**src/rtl/bending_strip_shot_integrator_unit_assert.svh**
```systemverilog
// ----------------------------------------------------------------------------
// bending strip shot integrator assertion macros
// shared concurrent checks, reset disables them
// ----------------------------------------------------------------------------
`ifndef BENDING_STRIP_SHOT_INTEGRATOR_UNIT_ASSERT_SVH
`define BENDING_STRIP_SHOT_INTEGRATOR_UNIT_ASSERT_SVH

// consequent must hold in the same cycle
`define BSSI_ASSERT_SAME(lbl, ck, rn, ante, cons) \
lbl: assert property (@(posedge ck) disable iff (!rn) (ante) |-> (cons)) \
    else $error("bssi check failed in the same cycle");

// consequent must hold in the next cycle
`define BSSI_ASSERT_NEXT(lbl, ck, rn, ante, cons) \
lbl: assert property (@(posedge ck) disable iff (!rn) (ante) |=> (cons)) \
    else $error("bssi check failed one cycle later");

`endif

```
**src/rtl/bssi_pkg.sv**
```systemverilog
// ----------------------------------------------------------------------------
// bssi_pkg
// shared widths, register codes, constants and helpers of the shot integrator
// ----------------------------------------------------------------------------
package bssi_pkg;

    localparam int FRAC_BITS_DEF   = 24;
    localparam int INDEX_WIDTH_DEF = 12;

    localparam int Q_W       = 32;
    localparam int H_W       = 25;
    localparam int STEPS_W   = 12;
    localparam int ERR_W     = 31;
    localparam int XSUM_W    = 48;
    localparam int PEN_W     = 40;
    localparam int CFG_IDX_W = 3;
    localparam int CORDIC_ITERS = 30;

    // configuration register codes
    typedef enum logic [CFG_IDX_W-1:0] {
        REG_COEF_M      = 3'd0,
        REG_COEF_N      = 3'd1,
        REG_INV_TWO_M   = 3'd2,
        REG_START_ANGLE = 3'd3,
        REG_STEP_LENGTH = 3'd4,
        REG_STEPS       = 3'd5
    } cfg_reg_t;

    // reset values of the registers
    localparam logic signed [Q_W-1:0] COEF_M_RST      = 32'sd16777216;
    localparam logic signed [Q_W-1:0] COEF_N_RST      = 32'sd0;
    localparam logic signed [Q_W-1:0] INV_TWO_M_RST   = 32'sd8388608;
    localparam logic signed [Q_W-1:0] START_ANGLE_RST = 32'sd0;
    localparam logic [H_W-1:0]        STEP_LENGTH_RST = 25'd33622;
    localparam logic [STEPS_W-1:0]    STEPS_RST       = 12'd500;

    // angle constants in Q30
    localparam longint PI_Q30          = 64'sd3373259426;
    localparam longint HALF_PI_Q30     = 64'sd1686629713;
    localparam longint TWO_PI_Q30      = 64'sd6746518852;
    localparam longint ANGLE_FLOOR_Q30 = -64'sd1855292684;
    localparam longint CORDIC_GAIN_Q30 = 64'sd652032874;

    localparam logic signed [Q_W-1:0] Q_MAX = 32'sh7fffffff;
    localparam logic signed [Q_W-1:0] Q_MIN = 32'sh80000000;

    // cordic results toward the sequencer
    typedef struct packed {
        logic                  done;
        logic signed [Q_W-1:0] cos_val;
        logic signed [Q_W-1:0] sin_val;
    } cordic_res_t;

    // square root result toward the sequencer
    typedef struct packed {
        logic           done;
        logic [Q_W-1:0] root;
    } sqrt_res_t;

    // saturate a wide signed value to 32 bits
    function automatic logic signed [Q_W-1:0] sat32(input logic signed [63:0] v);
        logic signed [Q_W-1:0] r;
        if (v > 64'(Q_MAX))
            r = Q_MAX;
        else if (v < 64'(Q_MIN))
            r = Q_MIN;
        else
            r = v[Q_W-1:0];
        return r;
    endfunction

    // arctangent table, Q30
    function automatic logic [31:0] atan_q30(input logic [4:0] i);
        logic [31:0] r;
        case (i)
            5'd0:  r = 32'd843314857;
            5'd1:  r = 32'd497837829;
            5'd2:  r = 32'd263043836;
            5'd3:  r = 32'd133525158;
            5'd4:  r = 32'd67021686;
            5'd5:  r = 32'd33543515;
            5'd6:  r = 32'd16775850;
            5'd7:  r = 32'd8388437;
            5'd8:  r = 32'd4194282;
            5'd9:  r = 32'd2097149;
            5'd10: r = 32'd1048575;
            5'd11: r = 32'd524287;
            5'd12: r = 32'd262143;
            5'd13: r = 32'd131071;
            5'd14: r = 32'd65535;
            5'd15: r = 32'd32767;
            5'd16: r = 32'd16383;
            5'd17: r = 32'd8191;
            5'd18: r = 32'd4095;
            5'd19: r = 32'd2047;
            5'd20: r = 32'd1024;
            5'd21: r = 32'd512;
            5'd22: r = 32'd256;
            5'd23: r = 32'd128;
            5'd24: r = 32'd64;
            5'd25: r = 32'd32;
            5'd26: r = 32'd16;
            5'd27: r = 32'd8;
            5'd28: r = 32'd4;
            5'd29: r = 32'd2;
            default: r = 32'd0;
        endcase
        return r;
    endfunction

endpackage

```
**src/rtl/bssi_isqrt.sv**
```systemverilog
// ----------------------------------------------------------------------------
// bssi_isqrt
// bitwise integer square root of a 64-bit value, one result bit a cycle
// ----------------------------------------------------------------------------
module bssi_isqrt (
    input  logic                 clk,
    input  logic                 rst_n,
    input  logic                 start,
    input  logic [63:0]          value,
    output bssi_pkg::sqrt_res_t  res
);
    import bssi_pkg::*;

    logic        busy_reg;
    logic        done_reg;
    logic [4:0]  cnt_reg;
    logic [63:0] v_reg;
    logic [63:0] res_reg;

    logic [63:0] bit_val;
    logic [63:0] trial;

    // trial subtract of the current bit pair
    always_comb
    begin
        bit_val = 64'd1 << {cnt_reg, 1'b0};
        trial   = res_reg + bit_val;
    end

    always_ff @(posedge clk or negedge rst_n)
    begin
        if (!rst_n)
        begin
            busy_reg <= 1'b0;
            done_reg <= 1'b0;
            cnt_reg  <= '0;
        end
        else
        begin
            done_reg <= 1'b0;
            if (!busy_reg)
            begin
                if (start)
                begin
                    v_reg    <= value;
                    res_reg  <= '0;
                    cnt_reg  <= 5'd31;
                    busy_reg <= 1'b1;
                end
            end
            else
            begin
                if (v_reg >= trial)
                begin
                    v_reg   <= v_reg - trial;
                    res_reg <= (res_reg >> 1) + bit_val;
                end
                else
                    res_reg <= res_reg >> 1;
                if (cnt_reg == 5'd0)
                begin
                    busy_reg <= 1'b0;
                    done_reg <= 1'b1;
                end
                else
                    cnt_reg <= cnt_reg - 5'd1;
            end
        end
    end

    assign res.done = done_reg;
    assign res.root = res_reg[Q_W-1:0];

endmodule

```
**config.mk**
```make
export PLATFORM = sky130hd
export DESIGN_NAME = bssi_isqrt
export DESIGN_NICKNAME = d
export VERILOG_FILES = /design/src/rtl/bending_strip_shot_integrator_unit_assert.svh /design/src/rtl/bssi_pkg.sv /design/src/rtl/bssi_isqrt.sv
export SDC_FILE = /design/constraint.sdc
export NUM_CORES = 1
export LEC_CHECK = 0
export BUFFER_PORTS_ARGS = -buffer_cell sky130_fd_sc_hd__clkbuf_2
export CORE_UTILIZATION = 55
export DETAILED_ROUTE_END_ITERATION = 10
export GPL_TIMING_DRIVEN = 0
export PLACE_DENSITY = 0.74
export SLEW_MARGIN = 20
export SYNTH_ARGS = -nofsm -noshare
export SYNTH_HDL_FRONTEND = slang
export SYNTH_SLANG_ARGS = --single-unit
```
**constraint.sdc**
```tcl
create_clock -name clk -period 12.3 [get_ports clk]
set_clock_uncertainty 0.05 [all_clocks]
set_input_delay 2.46 -clock clk [delete_from_list [all_inputs] [get_ports clk]]
set_output_delay 2.46 -clock clk [all_outputs]
set_load 0.01 [all_outputs]
```
Word-level counts from Yosys, hierarchy flattened
Index checks and enable logic that the tools add are counted.
- ROM bits: 0
- RAM bits: 0
- output and inout bits: 33
- memories kept: 0
- flip-flop bits (word level): 135
- word-level logic and storage cells: 32
- bits in latches: 0
- div/mod/pow operators: 0
- $mul: 0
- shift operators: 1
- bitwise logic cells: 0
- reduce and logical (&&, ||, !) cells: 5
- equal/unequal tests: 2
- add/sub/neg operators: 4
- multiplexer cells: 14
- order comparisons: 1
- operators by type and width (cell ; count):
    2-to-1 mux 64 bit ; 6
    adder 63 x 64 -> 64 bit ; 1
    adder 64 bit ; 1
    >= comparator 64 bit ; 1
    left shift 1 x 6 -> 64 bit (first input constant) ; 1
    subtractor 64 bit ; 1
    2-to-1 mux 5 bit ; 3
    zero test 5 bit ; 1
    2-to-1 mux 1 bit ; 5
    subtractor 5 x 1 -> 5 bit (second input constant) ; 1
    AND reduction 2 bit ; 2
    AND reduction 3 bit ; 1
    inequality test 2 x 1 -> 1 bit (second input constant) ; 1
    inequality test 2 bit (second input constant) ; 1
    nonzero test 2 bit ; 1

Logic depth before layout (Yosys ltp)
- depth after elaboration: 5
- mapped depth: 30

Least setup slack after synthesis
OpenSTA, ideal clock, no wires.
- path type: input to register
- start point: in start
- end point: reg v_reg[0], enable pin
- path slack: 3.359 ns
- stages on the path: 3
- arrival: 8.398 ns
- path buffers: 0
- cell sequence: nor2_1 nor2b_1 nor2b_1
- longest elaborated chain between the ends: 2
- ends and longest elaborated chain (element ; line ; RTL):
    start: declaration ; bssi_isqrt.sv:8 ; input logic start,
    nonzero test 2 bit (no line) ; n/a ;
    AND reduction 3 bit (no line) ; n/a ;
    end signal: assignment ; bssi_isqrt.sv:45 ; v_reg <= value;
    end signal: assignment ; bssi_isqrt.sv:55 ; v_reg <= v_reg - trial;
    end: declaration ; bssi_isqrt.sv:17 ; logic [63:0] v_reg;
Every way passes these cells.
A chain may end at the register's enable or synchronous reset.

Worst setup path in the final report
- start point: reg cnt_reg[2]
- end point: reg v_reg[27], enable pin
- longest elaborated chain between the ends: 5
- ends and longest elaborated chain (element ; line ; RTL):
    start: declaration ; bssi_isqrt.sv:16 ; logic [4:0] cnt_reg;
    start signal: assignment ; bssi_isqrt.sv:66 ; cnt_reg <= cnt_reg - 5'd1;
    left shift 1 x 6 -> 64 bit ; bssi_isqrt.sv:26 ; bit_val = 64'd1 << {cnt_reg, 1'b0};
    adder 64 bit ; bssi_isqrt.sv:27 ; trial = res_reg + bit_val;
    >= comparator 64 bit ; bssi_isqrt.sv:53 ; if (v_reg >= trial)
    inequality test 2 x 1 -> 1 bit (no line) ; n/a ;
    AND reduction 3 bit (no line) ; n/a ;
Every way passes these cells.

==> metrics <==
status complete, no violations; Worst Setup Path Type reg -> reg; Hold Buf Count CTS 0; Worst R2R End v_reg[27]; Crit-path slowest cell o41ai_1; Rows 59; Synth cell types 79; required time worst endpoint 12400 ps; ant diodes 0; Crit. End Element flip-flop; post-layout net count 2039; wire length on met1 19.1 mm; Worst Setup Start Kind flip-flop; Vias/cell 6.30; CP most frequent cell nor2_1; Die Area 27000 µm²; Core Region 26000 µm²; TritonCTS clock tree done; Post-Syn Instances 1716; die height 164 µm; CP peak stage delay 800 ps; fraction of registers with async set/reset 5.19%; endpoints failing hold 0; pins over their slew limit 0; yosys warns 0; Post-synth top cells nor2_1 (206), nand2_1 (169), ha_1 (133), edfxtp_1 (128), a21oi_1 (126); fmax 106 MHz; DP HPWL 34.4 mm; Iter 0 DRT Violations 1202; I/O Buffers 99; CP startpoint cnt_reg[2]; Top FF cell, synth edfxtp_1; WL met3 2.99 mm; RSZ-0062 raised after global routing no; WL met2 20.8 mm; Clk Latency, worst-skew pair 450 ps; worst flop-to-flop path startpoint cnt_reg[2]; HP Class reg -> reg; WL final 44.6 mm; largest net degree at the start of global routing 26; mean post-synth cell area 8.44 µm²; total congestion overflow 0; Total GRT Usage 33.6%; Placed Cells 2154; total CTS buffers 17; fin cells 2186; Critical Path Sink v_reg[27]; wire per inst 20.4 µm; highest routed layer met5; Max clock buf depth 2; Rel. slew slack 21.2%; top-count cell post-synth nor2_1; via count 13800; setup ws final 2900 ps; # DRC 0; Worst Setup Slack post-DPL 3160 ps; Synth area leader edfxtp_1; clk slew on worst S/H paths 70 ps; top cells by area, synth edfxtp_1 (27%), ha_1 (11%), xor2_1 (5.6%), nor2_1 (5.3%), xnor2_1 (5.1%); sequential-to-total area share from yosys stat 27.7%; Setup violations, final 0; clock sinks 135; mapped cell area 14500 µm²; global-route wire length before repair 69.3 mm; reg2reg path depth 30; period utilisation layout 76.5%; die outline width 164 µm; Layout area overhead 11.4%; Setup Fix Bufs, Post-CTS 0; Syn Nets 1917; layout cell share with drive strength beyond 1 14.6%; post-synth top area share 26.5%; number of max-cap violations 0; Worst Tran Pin Value 1170 ps; Post-synth EDFFs 128; RePlAce Congestion 0.945; fin crit period 9400 ps; flops & latches, synth 135; vias in the first global route 13000; I/O pin total 100; r2r setup slk 2900 ps; Routed Antenna Nets 0; crit path max fanout 24; initial antenna violation count 2; number of iterations in the first detailed-routing pass 5; CTS H-tree lvls 4; CP arrival 9500 ps; Post-CTS Resized 0; CTS Root Cell clkbuf_16; Starting Density 55.8%
-- worst max-delay path, delay by kind of cell (launching register included) --
family | cells | cell delay (ps)
adder cells (fa/ha/maj) | 4 | 1110
buffers and inverters | 5 | 1480
AND/OR/NAND/NOR | 13 | 3650
XOR/XNOR | 1 | 170
AO/OA/AOI/OAI | 7 | 2230
flip-flops | 1 | 360
-- cells by family after synthesis --
group                    Yosys count  share of synthesized area [%]
multiplexers                      52                           4.03
XOR/XNOR                         176                           10.6
AND/OR/NAND/NOR                  586                           18.7
buffers and inverters            138                           4.46
adder cells (fa/ha/maj)          138                           12.0
AO/OA/AOI/OAI                    491                           22.5
flip-flops                       135                           27.7
-- metrics by stage --
| step | TNS [ps] | cell area (µm²) | hold slack [ps] | utilization [%] |
|---|---|---|---|---|
| floorplan | 0 | 14500 | 495 | - |
| global placement | -43850 | 15400 | 523 | 59.3 |
| detailed placement | 0 | 15500 | 536 | 59.7 |
| CTS | 0 | 16100 | 551 | 62.1 |
| global route | 0 | 16100 | 596 | 62.1 |
| finish | 0 | 16100 | 556 | 62.1 |
-- placed cells by master (no fill, tap or decap), types with 24 or more instances in the layout --
cell / synthesis / layout
a31oi_1: 64 / 64
a21o_1: 41 / 41
nor3_1: 26 / 26
a211oi_1: 27 / 26
ha_1: 133 / 133
a21oi_1: 126 / 126
clkbuf_1: 67 / 68
edfxtp_1: 128 / 128
mux2_2: 51 / 51
nand4_1: 35 / 35
nor2_1: 206 / 206
xnor2_1: 84 / 84
buf_4: 33 / 33
nand3_1: 35 / 35
xor2_1: 92 / 92
nor2b_1: 26 / 24
o21ai_0: 88 / 88
nand2_1: 169 / 169
inv_1: 34 / 34
clkbuf_2: 1 / 100
-- cell type report --
type | instances | area, µm²
fillers | 2319 | 9840
inverters | 34 | 128
repair buffers | 103 | 583
multi-input cells | 1443 | 9840
clock buffers | 24 | 568
flip-flops and latches | 135 | 4020
clock inverters | 8 | 63.8
well taps | 335 | 419
plain buffers | 104 | 519
-- layer usage --
layer	up-vias	GRT usage, %
li1	6587	-
met1	6505	43.6
met2	564	54.7
met3	106	5.63
met4	2	14.9
met5	-	0
-- worst min-delay path by stage --
stage	start	endpoint	slack [ps]	cells past startpoint
CTS	cnt_reg[1]	cnt_reg[1]	550	1
floorplan	cnt_reg[1]	cnt_reg[1]	500	1
detailed placement	cnt_reg[1]	cnt_reg[1]	540	1
finish	cnt_reg[1]	cnt_reg[1]	560	1
global route	cnt_reg[1]	cnt_reg[1]	600	1
global placement	cnt_reg[1]	cnt_reg[1]	520	1
Power is left out: the tool's default activity adds up to more than one toggle a clock period on the data nets, which glitch-free logic cannot reach.
